## src/hdl/cs2rgb_pkg.sv

```systemverilog
// shared types and constants for the colour model to rgb converter
// no dependencies; imported by every module of the block
package cs2rgb_pkg;

  // colour model codes carried in cmd
  localparam logic [1:0] CMD_RGB  = 2'd0;
  localparam logic [1:0] CMD_HSB  = 2'd1;
  localparam logic [1:0] CMD_CMYK = 2'd2;
  localparam logic [1:0] CMD_GRAY = 2'd3;

  // hue in 1/16 degree: sixty degrees per sector, invalid from 420 degrees
  localparam logic [13:0] HUE_SECTOR = 14'd960;
  localparam logic [13:0] HUE_LIMIT  = 14'd6720;
  localparam int unsigned NUM_SECTORS = 6;

  // 1600 * 960, the value of one for the term v * (1 - s*g/960)
  localparam logic [23:0] M_ONE = 24'd1536000;

  // final divide by 1600*1600*960 = 2^18 * 9375; the 9375 part is a
  // reciprocal multiply, exact for quotients below 2^22
  localparam logic [24:0] SAT_LIMIT   = 25'd2400000;  // 256 * 9375
  localparam logic [22:0] RECIP_9375  = 23'd7330078;  // ceil(2^36 / 9375)
  localparam int unsigned RECIP_SHIFT = 36;

  // one input beat
  typedef struct packed {
    logic [1:0]  cmd;
    logic [13:0] comp_a;
    logic [13:0] comp_b;
    logic [13:0] comp_c;
    logic [13:0] comp_d;
  } in_t;

  // one result beat
  typedef struct packed {
    logic [7:0] red;
    logic [7:0] green;
    logic [7:0] blue;
    logic       valid_res;
  } out_t;

  // per-stage load enables of the pipeline
  typedef struct packed {
    logic s1;
    logic s2;
    logic s3;
    logic s4;
    logic s5;
  } stage_en_t;

  // information that rides alongside the hsb channel arithmetic
  typedef struct packed {
    logic [1:0] mode;
    logic [2:0] sector;
    logic       bad_hue;
    logic [7:0] red;
    logic [7:0] green;
    logic [7:0] blue;
  } side_t;

  // first stage register contents
  typedef struct packed {
    side_t       side;
    logic [13:0] vv;
    logic [23:0] prod_p;
    logic [23:0] prod_q;
    logic [23:0] prod_t;
  } s1_t;

endpackage

```

## src/hdl/cs2rgb_front.sv

```systemverilog
// first pipeline stage: hue sector split, saturation products and the
// direct rgb, cmyk and gray channels; depends on cs2rgb_pkg
module cs2rgb_front (
  input  logic                  clk,
  input  cs2rgb_pkg::stage_en_t en,
  input  cs2rgb_pkg::in_t       data,
  output cs2rgb_pkg::s1_t       s1
);
  import cs2rgb_pkg::*;

  // floor or round x*255/4096, saturated to 255
  function automatic logic [7:0] scale_q12(logic [13:0] x, logic rnd);
    logic [21:0] p;
    p = 22'(x) * 22'd255 + (rnd ? 22'd2048 : 22'd0);
    return (p[21:12] > 10'd255) ? 8'hFF : p[19:12];
  endfunction

  // cmyk channel: max(0, 1 - x - k), rounded onto 0..255
  function automatic logic [7:0] cmyk_chan(logic [13:0] x, logic [13:0] k);
    logic [14:0] sum;
    logic [13:0] rem;
    sum = 15'(x) + 15'(k);
    rem = (sum >= 15'd4096) ? 14'd0 : 14'(15'd4096 - sum);
    return scale_q12(rem, 1'b1);
  endfunction

  logic [2:0]  sec;
  logic [13:0] sec_base;
  logic [9:0]  frac;
  s1_t         s1_next;

  // hue sector by threshold compare, fraction as remainder
  always_comb begin
    sec      = 3'd0;
    sec_base = 14'd0;
    for (int k = 1; k <= NUM_SECTORS; k++) begin
      if (data.comp_a >= 14'(k * HUE_SECTOR)) begin
        sec      = 3'(k);
        sec_base = 14'(k * HUE_SECTOR);
      end
    end
    frac = 10'(data.comp_a - sec_base);
  end

  // next contents of the stage register
  always_comb begin
    s1_next.side.mode    = data.cmd;
    s1_next.side.sector  = (sec == 3'(NUM_SECTORS)) ? 3'd0 : sec;
    s1_next.side.bad_hue = (data.comp_a >= HUE_LIMIT);
    s1_next.vv           = data.comp_c;
    s1_next.prod_p       = 24'(data.comp_b) * 24'(HUE_SECTOR);
    s1_next.prod_q       = 24'(data.comp_b) * 24'(frac);
    s1_next.prod_t       = 24'(data.comp_b) * 24'(10'(HUE_SECTOR) - frac);
    unique case (data.cmd)
      CMD_RGB: begin
        s1_next.side.red   = scale_q12(data.comp_a, 1'b0);
        s1_next.side.green = scale_q12(data.comp_b, 1'b0);
        s1_next.side.blue  = scale_q12(data.comp_c, 1'b0);
      end
      CMD_CMYK: begin
        s1_next.side.red   = cmyk_chan(data.comp_a, data.comp_d);
        s1_next.side.green = cmyk_chan(data.comp_b, data.comp_d);
        s1_next.side.blue  = cmyk_chan(data.comp_c, data.comp_d);
      end
      default: begin
        s1_next.side.red   = scale_q12(data.comp_a, 1'b1);
        s1_next.side.green = s1_next.side.red;
        s1_next.side.blue  = s1_next.side.red;
      end
    endcase
  end

  // stage register
  always_ff @(posedge clk) begin
    if (en.s1) begin
      s1 <= s1_next;
    end
  end

endmodule

```

## config.mk

```make
export PLATFORM = sky130hd
export DESIGN_NAME = cs2rgb_front
export DESIGN_NICKNAME = d
export VERILOG_FILES = /design/src/hdl/cs2rgb_pkg.sv /design/src/hdl/cs2rgb_front.sv
export SDC_FILE = /design/constraint.sdc
export NUM_CORES = 2
export LEC_CHECK = 0
export BUFFER_PORTS_ARGS = -buffer_cell sky130_fd_sc_hd__buf_2
export CORE_MARGIN = 1
export CORE_UTILIZATION = 25
export DETAILED_ROUTE_END_ITERATION = 10
export GPL_TIMING_DRIVEN = 1
export SKIP_LAST_GASP = 1
export SLEW_MARGIN = 0
export SYNTH_ARGS = -nofsm -noshare
export SYNTH_HDL_FRONTEND = slang
export SYNTH_SLANG_ARGS = --single-unit
```

## constraint.sdc

```tcl
create_clock -name clk -period 12.65 [get_ports clk]
set_input_delay 1.265 -clock clk [delete_from_list [all_inputs] [get_ports clk]]
set_output_delay 1.265 -clock clk [all_outputs]
set_load 0.005 [all_outputs]
```

# Word-level counts from Yosys, hierarchy flattened
# Index checks and enable logic that the tools add are counted.
# op_classes
add_sub_neg	12
n_mul	9
order_cmp	17
eq_ne	2
n_mux	23
n_reduce_logical	1
# op_table
cell	count
multiplier 14 x 8 -> 22 bit, second input constant	6
adder 22 x 12 -> 22 bit, second input constant	4
greater-than comparator 10 x 8 -> 1 bit, second input constant	7
two-way mux 10 bit	6
two-way mux 8 bit	7
case mux 24 bit (2 select lines)	1
adder 14 x 14 -> 15 bit	3
greater-or-equal comparator 15 x 13 -> 1 bit, second input constant	3
greater-or-equal comparator 14 x 13 -> 1 bit, second input constant	3
two-way mux 14 bit	3
subtractor 13 x 14 -> 14 bit, first input constant	3
greater-or-equal comparator 14 x 12 -> 1 bit, second input constant	2
multiplier 14 x 10 -> 24 bit	1
multiplier 15 x 11 -> 24 bit	1
multiplier 14 x 4 -> 18 bit, second input constant	1
two-way mux 3 bit	5
greater-or-equal comparator 14 x 10 -> 1 bit, second input constant	1
greater-or-equal comparator 14 x 11 -> 1 bit, second input constant	1
subtractor 10 x 10 -> 11 bit, first input constant	1
subtractor 10 bit	1
equality test 3 bit, second input constant	1
equality test 2 bit, second input constant	1
zero test 2 bit	1
two-way mux 1 bit	1
# word_totals
reg_bits	110
in_bits	64
output_inout_bits	116
wordCells	74

# Depth between registers and ports, before layout
# depth
depth_word	10
ltp_mapped	38
ltp_nobuf	36

# Worst setup path before layout
# OpenSTA, ideal clock, no wires.
# synth_path
kind	input port to flip-flop
startpoint	input port data[42] in the netlist's numbering
endpoint	register s1[23] in the netlist's numbering (data pin)
setup_ns	0.268
arrival_time_ns	9.115
t_required_ns	12.382
path_slack_ns	3.267
path_stages	35
n_path_buf	2
path_cell_list	inv_1 clkbuf_1 ha_1 and3_1 a21o_1 a311oi_1 inv_1 o21ai_0 a21oi_1 nor2_1 ha_1 fa_1 or3_1 xor2_1 clkbuf_1 nand2_1 fa_1 inv_1 fa_1 inv_1 fa_1 inv_1 fa_1 inv_1 fa_1 inv_1 ha_1 o21a_1 o21ai_0 nand2_1 o21ai_0 o21bai_1 o21ai_0 o41ai_1 xnor3_1
# synth_rtl
item	line_no	rtl
start, declared	cs2rgb_front.sv:6	input cs2rgb_pkg::in_t data,
end signal, assigned	cs2rgb_front.sv:76	s1 <= s1_next;
end, declared	cs2rgb_front.sv:7	output cs2rgb_pkg::s1_t s1

==> results.toml <==
[logic_synthesis]
synthMuxAreaShare_pct = 0.124
synth_compound_area_share_pct = 8.65
synth-seq-area-share_pct = 10.1
yosysTopAreaCellShare_pct = 35.2
ys_types = 88
synthArstFlopShare_pct = 0
synth-seq-cells = 109
synth_edf_count = 109
ys_top_cells_by_area = "fa_1, ha_1, edfxtp_1"
synthFlopType = "edfxtp_1"
synth_fa_ha_area_share_pct = 53.6
syn-cell-area_um2 = 32400
synth_xor_area_share_pct = 4.80
synth_top_family_by_area = "adder cells"
synth-simple-area-share_pct = 12.2
netlist_instances = 3452
avgSynthCellArea_um2 = 9.38
yosysWarnings = 0
yosys.area.top_type = "fa_1"

[floorplanning]
die_h_um = 362
die_width_um = 362
coreArea_um2 = 128000
dieArea_um2 = 131000
initial_core_util_pct = 25.3
ios = 180
rows = 131

[clock_tree]
clock-root-buffer = "clkbuf_16"
cts_setup_buffers = 0
postCtsHoldBufs = 0
clk_pin_slew_ns = 0.09
cts_buffer_depth = 2
cts-buffers-inserted = 9
cts.sinks = 109
cts-resized-gates = 0
cts_tree = "built"
htree_levels = 3

[sta]
setup_tns_ns = 0
drv_slew = 0
finalSetupViolCount = 0
timing.final.ws_setup_ns = 2.13
fin_crit_ns = 10.52
finalCritPeriodShare_pct = 83.2
rsz0062_at_grt = "no"
worstMarginPinSlew_ns = 0.983
timing.slew.headroom_pct = 33.8
hold_ws_ns = 1.17
max_freq_mhz = 95.0
hold_viol = 0

[cells_and_area]
final_common_cell = "inv_1"
nFillCells = 13607
layout.nets = 4720
reg.largest.list = "s1 x109"
stdcell_count = 5346
final_cell_mix = "inv_1, fa_1, ha_1"
drive_gt1_share_pct = 6.61
largest_reg_flops = 109
area_delta_synth_final_pct = 10.2
design_area_um2 = 35700
utilization_pct = 27.9
top_register = "s1"

[route]
num_vias = 23463
ant_nets = 0
first_pass_iters = 5
viasPerCell = 4.39
wl_per_cell_um = 15.6
wl_mm = 83.5
drt_iter0_markers = 1154
route.detailed.drc = 0

[global_route]
first_global_vias = 24482
grtUsageTotal_pct = 13.1
grt_start_max_net_pins = 56
overflow = 0
grt_pass1_wl_mm = 134
antenna_found_initial = 11

[setup_path]
cp.required_ns = 12.83
cp_top_family = "adder cells"
crit_buf_inv = 8
criticalPathCategory = "input port to register"
crit_fanout = 17
cp_common_cell = "inv_1"
cp-end-kind = "register"
cp.arrival_ns = 10.70
crit_path_top_delay_cell = "fa_1"
start_kind = "input port"
max_stage_delay_ns = 0.66

[job]
cap_violations = 0

[power_and_ir_drop]
leakage_nw = 17.6
p_per_area_nw_per_um2 = 232
ir_drop_mv = 0.180
p_total_mw = 8.28

[placed_design]
dp.cells = 5328
place_congestion = 0.880
dp_hpwl_mm = 71.0
port_buffers = 169
placed_area_um2 = 35400
post-place-ws_ns = 1.67

[worst_hold_path]
hold_class = "input port to register"

[run_status]
status = "finished clean"
[layout make-up]
class	count	area (um2)	share of cell area, %
tap	1729	2160	6.06
timing repair buffer	190	1010	2.82
multi-input combinational	2471	25800	72.3
inverter	829	3110	8.72
clock buffer	9	225	0.631
sequential	109	3270	9.18
clock inverter	7	91.3	0.256
antenna	2	5.00	0.0140
[Yosys cell counts, types with 5 or more instances]
| cell | count |
|---|---|
| a31o_2 | 5 |
| nor3_1 | 58 |
| nor3b_1 | 10 |
| xor2_1 | 51 |
| nand3_1 | 52 |
| or2_2 | 13 |
| nand2b_1 | 30 |
| o311ai_1 | 6 |
| nand4_1 | 27 |
| a211oi_1 | 18 |
| and2_1 | 96 |
| xnor2_1 | 124 |
| or3_1 | 10 |
| a2111oi_0 | 7 |
| o21ai_1 | 10 |
| and4_1 | 6 |
| and3_1 | 31 |
| fa_1 | 570 |
| o21ai_0 | 77 |
| o21a_1 | 28 |
| nor4_1 | 9 |
| nand3b_1 | 6 |
| inv_1 | 826 |
| o41ai_1 | 5 |
| nor2b_1 | 28 |
| a21o_1 | 29 |
| o31ai_1 | 11 |
| clkbuf_1 | 53 |
| a21oi_1 | 108 |
| a31oi_1 | 14 |
| edfxtp_1 | 109 |
| nor2_1 | 185 |
| ha_1 | 476 |
| o211ai_1 | 17 |
| a21boi_0 | 7 |
| buf_4 | 8 |
| nand2_1 | 228 |
| o21bai_1 | 14 |
| o2111ai_1 | 6 |
[where the power goes]
part	leakage, nW	total [mW]	internal [mW]	switching [mW]
Combinational	16.4	7.11	2.91	4.20
Sequential	1.07	0.836	0.777	0.0585
Clock	0.157	0.333	0.159	0.175
[cells by family (layout without fill, tap and decap cells)]
family,after synthesis,after routing
fa+ha+maj,1046,1046
simple gates,805,805
compound gates,416,416
xor+xnor,176,176
mux,4,4
other cells,2,26
flops,109,109
buf+inv,894,1035
[metal layers]
layer / vias to the layer above / global-route usage, % / wire [um]
li1: 11267 / - / -
met2: 424 / 21.9 / 40000
met4: 18 / 6.12 / 4050
met5: - / 0 / 115
met1: 11619 / 16.3 / 35500
met3: 135 / 2.41 / 3840
[worst paths after layout]
| check | from | to | cells past startpoint |
|---|---|---|---|
| max | data[46] | s1[23]$_DFFE_PP_ | 34 |
| min | data[26] | s1[84]$_DFFE_PP_ | 1 |
Power figures use the tool's default switching activity.
