**config.mk**
```make
export PLATFORM = sky130hd
export DESIGN_NAME = cs2rgb_scale
export DESIGN_NICKNAME = d
export VERILOG_FILES = /design/src/hdl/cs2rgb_pkg.sv /design/src/hdl/cs2rgb_scale.sv
export SDC_FILE = /design/constraint.sdc
export NUM_CORES = 1
export LEC_CHECK = 0
export BUFFER_PORTS_ARGS = -buffer_cell sky130_fd_sc_hd__buf_4
export CORE_MARGIN = 5
export CORE_UTILIZATION = 35
export CTS_CLUSTER_SIZE = 25
export DETAILED_ROUTE_END_ITERATION = 10
export GPL_TIMING_DRIVEN = 0
export MAX_ROUTING_LAYER = met4
export PLACE_DENSITY = 0.48
export SYNTH_ARGS = -nofsm -noshare
export SYNTH_HDL_FRONTEND = slang
export SYNTH_SLANG_ARGS = --single-unit
```
**constraint.sdc**
```tcl
create_clock -name clk -period 5.98 [get_ports clk]
set_input_delay 1.794 -clock clk [delete_from_list [all_inputs] [get_ports clk]]
set_output_delay 1.794 -clock clk [all_outputs]
set_load 0.02 [all_outputs]
```
**src/hdl/cs2rgb_pkg.sv**
```systemverilog
// shared types and constants for the colour model to rgb converter
// no dependencies; imported by every module of the block
package cs2rgb_pkg;

  // colour model codes carried in cmd
  localparam logic [1:0] CMD_RGB  = 2'd0;
  localparam logic [1:0] CMD_HSB  = 2'd1;
  localparam logic [1:0] CMD_CMYK = 2'd2;
  localparam logic [1:0] CMD_GRAY = 2'd3;

  // hue in 1/16 degree: sixty degrees per sector, invalid from 420 degrees
  localparam logic [13:0] HUE_SECTOR = 14'd960;
  localparam logic [13:0] HUE_LIMIT  = 14'd6720;
  localparam int unsigned NUM_SECTORS = 6;

  // 1600 * 960, the value of one for the term v * (1 - s*g/960)
  localparam logic [23:0] M_ONE = 24'd1536000;

  // final divide by 1600*1600*960 = 2^18 * 9375; the 9375 part is a
  // reciprocal multiply, exact for quotients below 2^22
  localparam logic [24:0] SAT_LIMIT   = 25'd2400000;  // 256 * 9375
  localparam logic [22:0] RECIP_9375  = 23'd7330078;  // ceil(2^36 / 9375)
  localparam int unsigned RECIP_SHIFT = 36;

  // one input beat
  typedef struct packed {
    logic [1:0]  cmd;
    logic [13:0] comp_a;
    logic [13:0] comp_b;
    logic [13:0] comp_c;
    logic [13:0] comp_d;
  } in_t;

  // one result beat
  typedef struct packed {
    logic [7:0] red;
    logic [7:0] green;
    logic [7:0] blue;
    logic       valid_res;
  } out_t;

  // per-stage load enables of the pipeline
  typedef struct packed {
    logic s1;
    logic s2;
    logic s3;
    logic s4;
    logic s5;
  } stage_en_t;

  // information that rides alongside the hsb channel arithmetic
  typedef struct packed {
    logic [1:0] mode;
    logic [2:0] sector;
    logic       bad_hue;
    logic [7:0] red;
    logic [7:0] green;
    logic [7:0] blue;
  } side_t;

  // first stage register contents
  typedef struct packed {
    side_t       side;
    logic [13:0] vv;
    logic [23:0] prod_p;
    logic [23:0] prod_q;
    logic [23:0] prod_t;
  } s1_t;

endpackage

```
**src/hdl/cs2rgb_scale.sv**
```systemverilog
// one hsb channel, stages two to five: floor(255 * v * (1 - s*g/960))
// with clamp at zero and saturation at 255; depends on cs2rgb_pkg
module cs2rgb_scale (
  input  logic                  clk,
  input  cs2rgb_pkg::stage_en_t en,
  input  logic [13:0]           vv,
  input  logic [23:0]           prod,
  output logic [7:0]            ch
);
  import cs2rgb_pkg::*;

  logic [13:0] vv2;
  logic [20:0] m2;
  logic [34:0] p3;
  logic [42:0] n4;
  logic [24:0] x4_full;
  logic [21:0] x4;
  logic        sat4;
  logic [44:0] q5_full;
  logic [7:0]  q5;
  logic        sat5;

  // stage two: 1 - s*g, clamped at zero
  always_ff @(posedge clk) begin
    if (en.s2) begin
      vv2 <= vv;
      m2  <= (prod < M_ONE) ? 21'(M_ONE - prod) : 21'd0;
    end
  end

  // stage three: v times that term
  always_ff @(posedge clk) begin
    if (en.s3) begin
      p3 <= 35'(vv2) * 35'(m2);
    end
  end

  // stage four: times 255, drop the power-of-two part of the divisor
  assign n4      = {p3, 8'd0} - 43'(p3);
  assign x4_full = n4[42:18];

  always_ff @(posedge clk) begin
    if (en.s4) begin
      sat4 <= (x4_full >= SAT_LIMIT);
      x4   <= x4_full[21:0];
    end
  end

  // stage five: divide by 9375 through the reciprocal
  assign q5_full = 45'(x4) * 45'(RECIP_9375);

  always_ff @(posedge clk) begin
    if (en.s5) begin
      sat5 <= sat4;
      q5   <= q5_full[RECIP_SHIFT+7:RECIP_SHIFT];
    end
  end

  assign ch = sat5 ? 8'hFF : q5;

endmodule

```
# --- After elaboration in Yosys (flattened, before gate mapping) ---
# Index checks and enable logic that the tools add are counted.
classes:
  mux: 1
  mul: 2
  n_addsub: 2
  magnitude_cmp: 2
ops:
  columns: ["cell", "n"]
  rows:
  - ["multiplier 22 x 22 -> 43 bit (second input constant)", 1]
  - ["subtractor 43 x 35 -> 43 bit", 1]
  - ["multiplier 14 x 21 -> 35 bit", 1]
  - [">= comparator 25 x 22 -> 1 bit (second input constant)", 1]
  - ["< comparator 24 x 21 -> 1 bit (second input constant)", 1]
  - ["subtractor 21 bit (first input constant)", 1]
  - ["two-way mux 8 bit", 1]
word_totals:
  ff_bits: 102
  wordCells: 14
  inputBits: 44
  output_inout_bits: 8

# --- Longest topological paths before layout ---
# Gate-level depths: netlist of run 1.
logic_depth:
  ltp_word: 2
  depth_mapped: 25
  depth_no_buf: 23

# --- Least setup slack after synthesis of run 1 ---
# OpenSTA, ideal clock, no wires.
synth_path:
  path_kind: "reg2reg"
  start: "reg m2[5]"
  end: "reg p3[33] (data pin)"
  arrival_ns: 6.051
  setup_slack_ns: -0.334
  setup_time_ns: 0.262
  synth_period_minus_slack_ns: 6.314
  n_path_buf: 2
  required_time_ns: 5.718
  path_stages_with_launch: 25
  cell_sequence: "edfxtp_1 -> clkbuf_1 -> nand2_1 -> fa_1 -> inv_1 -> fa_1 -> inv_1 -> fa_1 -> inv_1 -> fa_1 -> fa_1 -> inv_1 -> fa_1 -> inv_1 -> ha_1 -> clkbuf_1 -> a21oi_1 -> o21ai_1 -> o311ai_0 -> nand2_1 -> o221ai_1 -> a21oi_1 -> a211oi_1 -> a21oi_1 -> xor2_1"
synth_via:
  elab_chain_cells: 1
synth_rtl:
  columns: ["element", "line", "source"]
  rows:
  - ["start: declaration", "cs2rgb_scale.sv:13", "logic [20:0] m2;"]
  - ["start signal: assignment", "cs2rgb_scale.sv:27", "m2 <= (prod < M_ONE) ? 21'(M_ONE - prod) : 21'd0;"]
  - ["multiplier 14 x 21 -> 35 bit", "cs2rgb_scale.sv:34", "p3 <= 35'(vv2) * 35'(m2);"]
  - ["end signal: assignment", "cs2rgb_scale.sv:34", null]
  - ["end: declaration", "cs2rgb_scale.sv:14", "logic [34:0] p3;"]
# No other way between the ends.
# A chain may end at the register's enable or synchronous reset.

# --- Final worst setup path of run 1 ---
layout_path:
  start: "reg x4[10]"
  end: "reg q5[6] (data pin)"
layout_via:
  elab_chain_cells: 1
layout_rtl:
  columns: ["element", "line", "source"]
  rows:
  - ["start: declaration", "cs2rgb_scale.sv:17", "logic [21:0] x4;"]
  - ["start signal: assignment", "cs2rgb_scale.sv:45", "x4 <= x4_full[21:0];"]
  - ["multiplier 22 x 22 -> 43 bit", "cs2rgb_scale.sv:50", "assign q5_full = 45'(x4) * 45'(RECIP_9375);"]
  - ["net q5_full[42]", "cs2rgb_scale.sv:19", "logic [44:0] q5_full;"]
  - ["end signal: assignment", "cs2rgb_scale.sv:55", "q5 <= q5_full[RECIP_SHIFT+7:RECIP_SHIFT];"]
  - ["end: declaration", "cs2rgb_scale.sv:20", "logic [7:0] q5;"]
# The timed path passes the listed nets, and every way through them passes these cells.

==> results of run 1 <==
## area by class of cell
class / instances / area [µm²] / share of cell area
inverter: 533 / 2001 / 0.07432
multi-input combinational: 1627 / 18250 / 0.6778
clock inverter: 7 / 88.84 / 0.003300
clock buffer: 9 / 225.2 / 0.008367
buffer: 60 / 626.9 / 0.02329
sequential: 102 / 3063 / 0.1138
tap: 855 / 1070 / 0.03974
timing repair buffer: 194 / 1598 / 0.05936
## sequential cells by signal, indices dropped and copies added, names as in the netlist
name / flops
m2: 21
p3: 35
q5: 8
sat4: 1
sat5: 1
vv2: 14
x4: 22
## kinds of logic (layout without fill, tap and decap cells)
logic type	Yosys count	in the layout	synth area share
buffers and inverters	596	803	0.09982
adder cells (fa/ha/maj)	718	718	0.5382
multiplexers	2	2	0.0009391
flip-flops	102	102	0.1352
AND/OR/NAND/NOR	580	580	0.1253
AO/OA/AOI/OAI	254	254	0.07231
XOR/XNOR	73	73	0.02823
## routing by layer
layer	up-vias	share of wire
met5	-	0
met4	0	0.032
met3	91	0.021
met2	224	0.52
met1	8130	0.43
li1	7720	-
## stage by stage
stage | setup WS [ns] | utilization | hold WS (ns) | cell area [µm²] | setup TNS (ns)
floorplan | -0.01450 | - | 0.4003 | 22710 | -0.01450
global placement | -1.425 | 0.3761 | 0.4839 | 24160 | -21.38
detailed placement | -1.379 | 0.3761 | 0.4857 | 24160 | -21.38
CTS | -0.4610 | 0.4082 | 0.5034 | 26220 | -3.785
global route | -0.6029 | 0.4191 | 0.4917 | 26920 | -7.465
finish | -0.4127 | 0.4191 | 0.4920 | 26920 | -3.760
## critical path, delay by kind of cell (launching register included)
family / cells / cell delay (ns)
xor+xnor: 1 / 0.07
buf+inv: 6 / 0.59
simple gates: 3 / 0.34
compound gates: 4 / 0.77
flops: 1 / 0.54
fa+ha+maj: 8 / 3.81
## path summary, 6_finish.rpt
kind | slack, ns | startpoint | endpoint | depth (start not counted)
max | -0.41 | x4[10] | q5[6] | 22
min | 0.49 | sat4 | sat5 | 0
max reg2reg | -0.41 | x4[10] | q5[6] | 22
min reg2reg | 0.49 | sat4 | sat5 | 0
## cell usage in the layout (no fill, tap or decap), drive strengths merged, types with 10 or more instances in the layout
| master | Yosys | routed |
|---|---|---|
| or3 | 11 | 11 |
| edfxtp | 102 | 102 |
| or2 | 12 | 12 |
| buf | 7 | 209 |
| fa | 427 | 427 |
| nand3 | 28 | 28 |
| and2 | 117 | 117 |
| nor3 | 19 | 19 |
| inv | 533 | 533 |
| nand4 | 10 | 10 |
| a21oi | 82 | 82 |
| ha | 291 | 291 |
| nor2 | 70 | 70 |
| xnor2 | 54 | 54 |
| clkbuf | 56 | 54 |
| a21o | 32 | 32 |
| a211oi | 11 | 11 |
| xor2 | 19 | 19 |
| o21ai | 58 | 58 |
| nand2b | 10 | 10 |
| nand2 | 260 | 260 |
## timing repair
item | CTS | global route
hold endpoints to repair | 0 | 0
setup buffers | 102 | 42
hold buffers | 0 | 0
gates resized for setup | 250 | 108
gates cloned | 2 | 0
pin swaps | 103 | 88
endpoints found under the setup margin | 30 | 25
==> flow_summary.yaml, run 1 <==
timing:
  report.final.hold_viol_count: 0
  setup_violations: 17
  worstMarginPinSlew_ns: 0.7262
  finalCriticalPeriod_ns: 6.393
  rsz0062_at_grt: "true"
  fin_ws_ns: -0.4127
  slew-limit-headroom: 0.5126
  max_freq_mhz: 156.4
  slew_viol_final: 0
  fin_worst_skew_ns: 0.009996
  period_share: 1.069
route:
  wl_per_cell_um: 17.65
  via_count: 16165
  ant_nets: 0
  postRouteWirelength_um: 59780
  viasPerCell: 4.773
  drt_iter0_markers: 620
  firstDrtPassIters: 5
  drcViolationCount: 0
cts:
  cts.sinks: 102
  insertion_delay_ns: 0.39
  cts_tree: "built"
  cts-root-buf: "clkbuf_16"
  clock_path_buffers: 2
  numCtsBuffers: 9
  htreeDepth: 3
  clk_pin_slew_ns: 0.07
global_routing:
  grt_pass1_vias: 18160
  grt_pass1_wl_um: 96590
  antenna_found_initial: 0
  busiest_layer: "met2"
  grt_max_degree: 36
  grt_use_met1: 0.2160
  grt_use_met2: 0.3149
  grt_use_met3: 0.01439
  grt_usage: 0.1778
  overflow: 0
worst_setup_path:
  cp-start-kind: "register"
  critPathArrivalTime_ns: 6.53
  worst_setup_path_end_kind: "register"
  max_stage_delay_ns: 0.57
  cp_common_cell: "fa_1"
  path_max_fanout: 3
  path_class: "register to register"
  cpMaxStageDelayCell: "fa_2"
  worstPathCellList: "buf_6 > fa_2 > inv_2 > fa_1 > inv_1 > fa_1 > fa_1 > fa_1 > fa_1 > inv_1 > fa_1 > inv_2 > ha_4 > nand2_4 > nor3_4 > o2111a_1 > o2111ai_4 > buf_4 > a31oi_4 > o21ai_1 > nand2_1 > xnor2_1"
  cp.required_ns: 6.12
placement:
  dp_hpwl_um: 50320
  placed_cells: 3230
  place_congestion: 0.8721
  io_buffer_count: 50
floorplan:
  core-area_mm2: 0.06423
  die_height_um: 264.4
  initial_core_util: 0.3526
  die_area_mm2: 0.06990
  ios: 52
  die_w_um: 264.4
  rows: 93
logic_synthesis:
  yosys-top-cells-area: "fa_1, ha_1, edfxtp_1"
  seq_area_frac_synth: 0.1352
  yosysMostFrequentCell: "inv_1"
  synth_area_mm2: 0.02265
  async_flop_share: 0
  ys_warn_count: 0
  synth-main-ff-cell: "edfxtp_1"
  synth_area_per_cell_um2: 9.742
  synth-edff-count: 102
  synth_cells: 2325
  synth_seq_cells: 102
  yosysTopAreaCellShare: 0.3774
  syn_nets: 3087
  yosysUniqueCellTypes: 75
  synth_commonest_cells: "inv_1, fa_1, ha_1, nand2_1, and2_1"
  synth_area_leader_cell: "fa_1"
cells_and_area:
  diodes: 0
  areaGrowthSynthToFinish_pct: 18.85
  nNetsFinal: 3289
  final_cells: 3387
  n_fill_cell: 6354
  final_layout_size_suffix_gt1_frac: 0.1738
min_path:
  holdCritPathClass: "register to register"
flow_run:
  drv_cap: 0
run_status:
  violations: "negative setup slack"
  status: "finished with violations"
Power of run 1 is not shown: default switching activity piles up to over one toggle a cycle in this logic, so the estimate is an artifact.
==> run 2, diff against run 1 <==
- ABC_AREA: not set -> 1
- CORE_MARGIN: 5 -> 8
==> flow_summary.yaml, run 2 <==
logic_synthesis:
  syn_nets: 3739
  synth_commonest_cells: "inv_1, nand2_1, fa_1, ha_1, nor2_1"
  yosysTopAreaCellShare: 0.3487
  synth_area_per_cell_um2: 8.236
  synth-edff-count: 102
  yosysMostFrequentCell: "inv_1"
  synth_seq_cells: 102
  synth_cells: 2977
  synth_area_mm2: 0.02452
  ys_warn_count: 0
  synth-main-ff-cell: "edfxtp_1"
  yosysUniqueCellTypes: 39
  async_flop_share: 0
  seq_area_frac_synth: 0.1249
  synth_area_leader_cell: "fa_1"
  yosys-top-cells-area: "fa_1, ha_1, edfxtp_1"
placement:
  place_congestion: 0.9184
  dp_hpwl_um: 63340
  io_buffer_count: 50
  place_area_mm2: 0.02607
cts:
  clock_path_buffers: 2
  holdBufCountCts: 0
  cts.sinks: 102
  clk_pin_slew_ns: 0.07
  htreeDepth: 3
  cts_tree: "built"
  cts-root-buf: "clkbuf_16"
  numCtsBuffers: 9
  insertion_delay_ns: 0.39
floorplan:
  core-area_mm2: 0.06966
  rows: 97
  die_height_um: 280.7
  initial_core_util: 0.3519
  die_area_mm2: 0.07878
  ios: 52
  die_w_um: 280.7
cells_and_area:
  n_fill_cell: 7248
  largest_register_ffs: 35
  multi_input_area_mm2: 0.01883
  layout_common_cells: "inv_1, nand2_1, fa_1, ha_1, nor2_1"
  reg_top3: "p3 x35, x4 x22, m2 x21"
  seq_area_mm2: 0.003063
  final_cell_area_mm2: 0.02816
  top_register: "p3"
  final_layout_size_suffix_gt1_frac: 0.1350
  nNetsFinal: 3905
  final_common_cell: "inv_1"
  areaGrowthSynthToFinish_pct: 14.88
  diodes: 0
global_routing:
  grt_pass1_wl_um: 115400
  grt_pass1_vias: 21119
  antenna_found_initial: 0
  overflow: 0
  grt_usage: 0.1936
  grt_max_degree: 36
worst_setup_path:
  path_max_fanout: 4
  cp_num_buf_inv: 8
  reg2reg_to: "q5[4]"
  ff2ff_path_depth: 22
  critPathArrivalTime_ns: 6.17
  r2r-start: "x4[10]"
  max_stage_delay_ns: 0.55
  worstPathCellList: "buf_6 > buf_6 > fa_1 > inv_2 > fa_1 > inv_1 > fa_2 > fa_1 > fa_1 > fa_1 > inv_2 > fa_1 > inv_2 > ha_4 > buf_4 > nand2_4 > nor2_2 > inv_1 > nor3_4 > nand4_1 > nand4_1 > xor2_1"
  endpoint: "q5[4]"
  rrSetupSlack_ns: -0.07
  startpoint: "x4[10]"
  cp.depth: 22
  cp_common_cell: "fa_1"
  cp.required_ns: 6.10
  worst_setup_path_end_kind: "register"
  path_class: "register to register"
  cp_top_family: "adder cells"
  cpMaxStageDelayCell: "fa_1"
  cp-start-kind: "register"
timing:
  report.final.hold_viol_count: 0
  period_share: 1.012
  setup_violations: 5
  fin_worst_skew_ns: 0.01726
  fin_ws_ns: -0.07016
  slew-limit-headroom: 0.5601
  worstMarginPinSlew_ns: 0.6598
  finalCriticalPeriod_ns: 6.050
  slew_viol_final: 0
  max_freq_mhz: 165.3
  rsz0062_at_grt: "true"
route:
  drcViolationCount: 0
  via_count: 19126
  viasPerCell: 4.679
  wl_per_cell_um: 17.66
  postRouteWirelength_um: 72190
  drt_iter0_markers: 802
  ant_nets: 0
  firstDrtPassIters: 5
run_status:
  violations: "negative setup slack"
  status: "finished with violations"
min_path:
  holdCritPathClass: "register to register"
flow_run:
  drv_cap: 0
run 2: cell types whose count changed after synthesis, sizes merged, moves of 8 or more:
cell	delta
nor2	+112
nand3	+36
or3	-11
a211oi	-10
a21o	-26
inv	+282
a21oi	+31
nand2	+432
nand2b	-10
nand4	+9
xor2	+22
xnor2	-34
and2	-114
and3	-8
run 2: worst reg2reg max path, stage by stage, from the launching register on:
cell and delay (ns):
edfxtp_1 0.45, buf_6 0.15, buf_6 0.11, fa_1 0.55, inv_2 0.06, fa_1 0.48
inv_1 0.05, fa_2 0.55, fa_1 0.45, fa_1 0.49, fa_1 0.54, inv_2 0.04
fa_1 0.51, inv_2 0.05, ha_4 0.28, buf_4 0.12, nand2_4 0.05, nor2_2 0.10
inv_1 0.08, nor3_4 0.17, nand4_1 0.21, nand4_1 0.20, xor2_1 0.10
run 2: worst min path at each step:
stage	end	slack, ns	from	depth (start not counted)
after floorplan	sat5	0.40	sat4	0
after global placement	sat5	0.60	sat4	0
after detailed placement	p3[0]	0.59	vv2[0]	2
after CTS	p3[0]	0.62	vv2[0]	2
after global routing	sat5	0.60	sat4	0
final	sat5	0.58	sat4	0
run 2: layout make-up:
| type | instances | area share |
|---|---|---|
| Multi-Input combinational cell | 2010 | 0.6684 |
| Inverter | 815 | 0.1088 |
| Sequential cell | 102 | 0.1088 |
| Buffer | 47 | 0.01617 |
| Clock inverter | 7 | 0.004087 |
| Timing Repair Buffer | 158 | 0.04407 |
| Clock buffer | 9 | 0.007996 |
| Tap cell | 940 | 0.04176 |
run 2: layer usage:
metal  GRT usage  vias up  wire length [µm]
met1      0.2259     9471             30660
met2      0.3547      322             37650
met4     0.04988        0              1951
met5           -        -                 0
li1            -     9252                 -
met3     0.01851       81              1933
run 2: what timing repair did:
action	in CTS	in global routing
setup buffers	49	59
pin swaps	48	49
setup endpoints to repair	26	21
resized for setup	165	153
run 2: logic make-up (layout without fill, tap and decap cells):
| kind of cell | count (synthesis) | after routing | synth area share |
|---|---|---|---|
| and+or+nand+nor | 1012 | 1012 | 0.1736 |
| buffers and inverters | 865 | 1036 | 0.1324 |
| adders and majority gates | 718 | 718 | 0.4972 |
| AOI/OAI and AO/OA | 219 | 219 | 0.05011 |
| DFF | 102 | 102 | 0.1249 |
| xor gates and xnor gates | 61 | 61 | 0.02179 |
run 2: stage by stage:
step | util | setup slack, ns | setup TNS (ns) | cells | hold slack (ns)
after detailed placement | 0.3742 | -1.095 | -12.20 | 3967 | 0.5948
after global placement | 0.3742 | -1.087 | -12.47 | 3967 | 0.5961
after global routing | 0.4043 | -0.3144 | -1.805 | 4088 | 0.5981
after CTS | 0.3920 | -0.1083 | -0.5570 | 4029 | 0.6161
after floorplan | - | 0.2806 | 0 | 2977 | 0.4003
final | 0.4043 | -0.07016 | -0.2062 | 4088 | 0.5777
Power of run 2 is left out for the same reason.
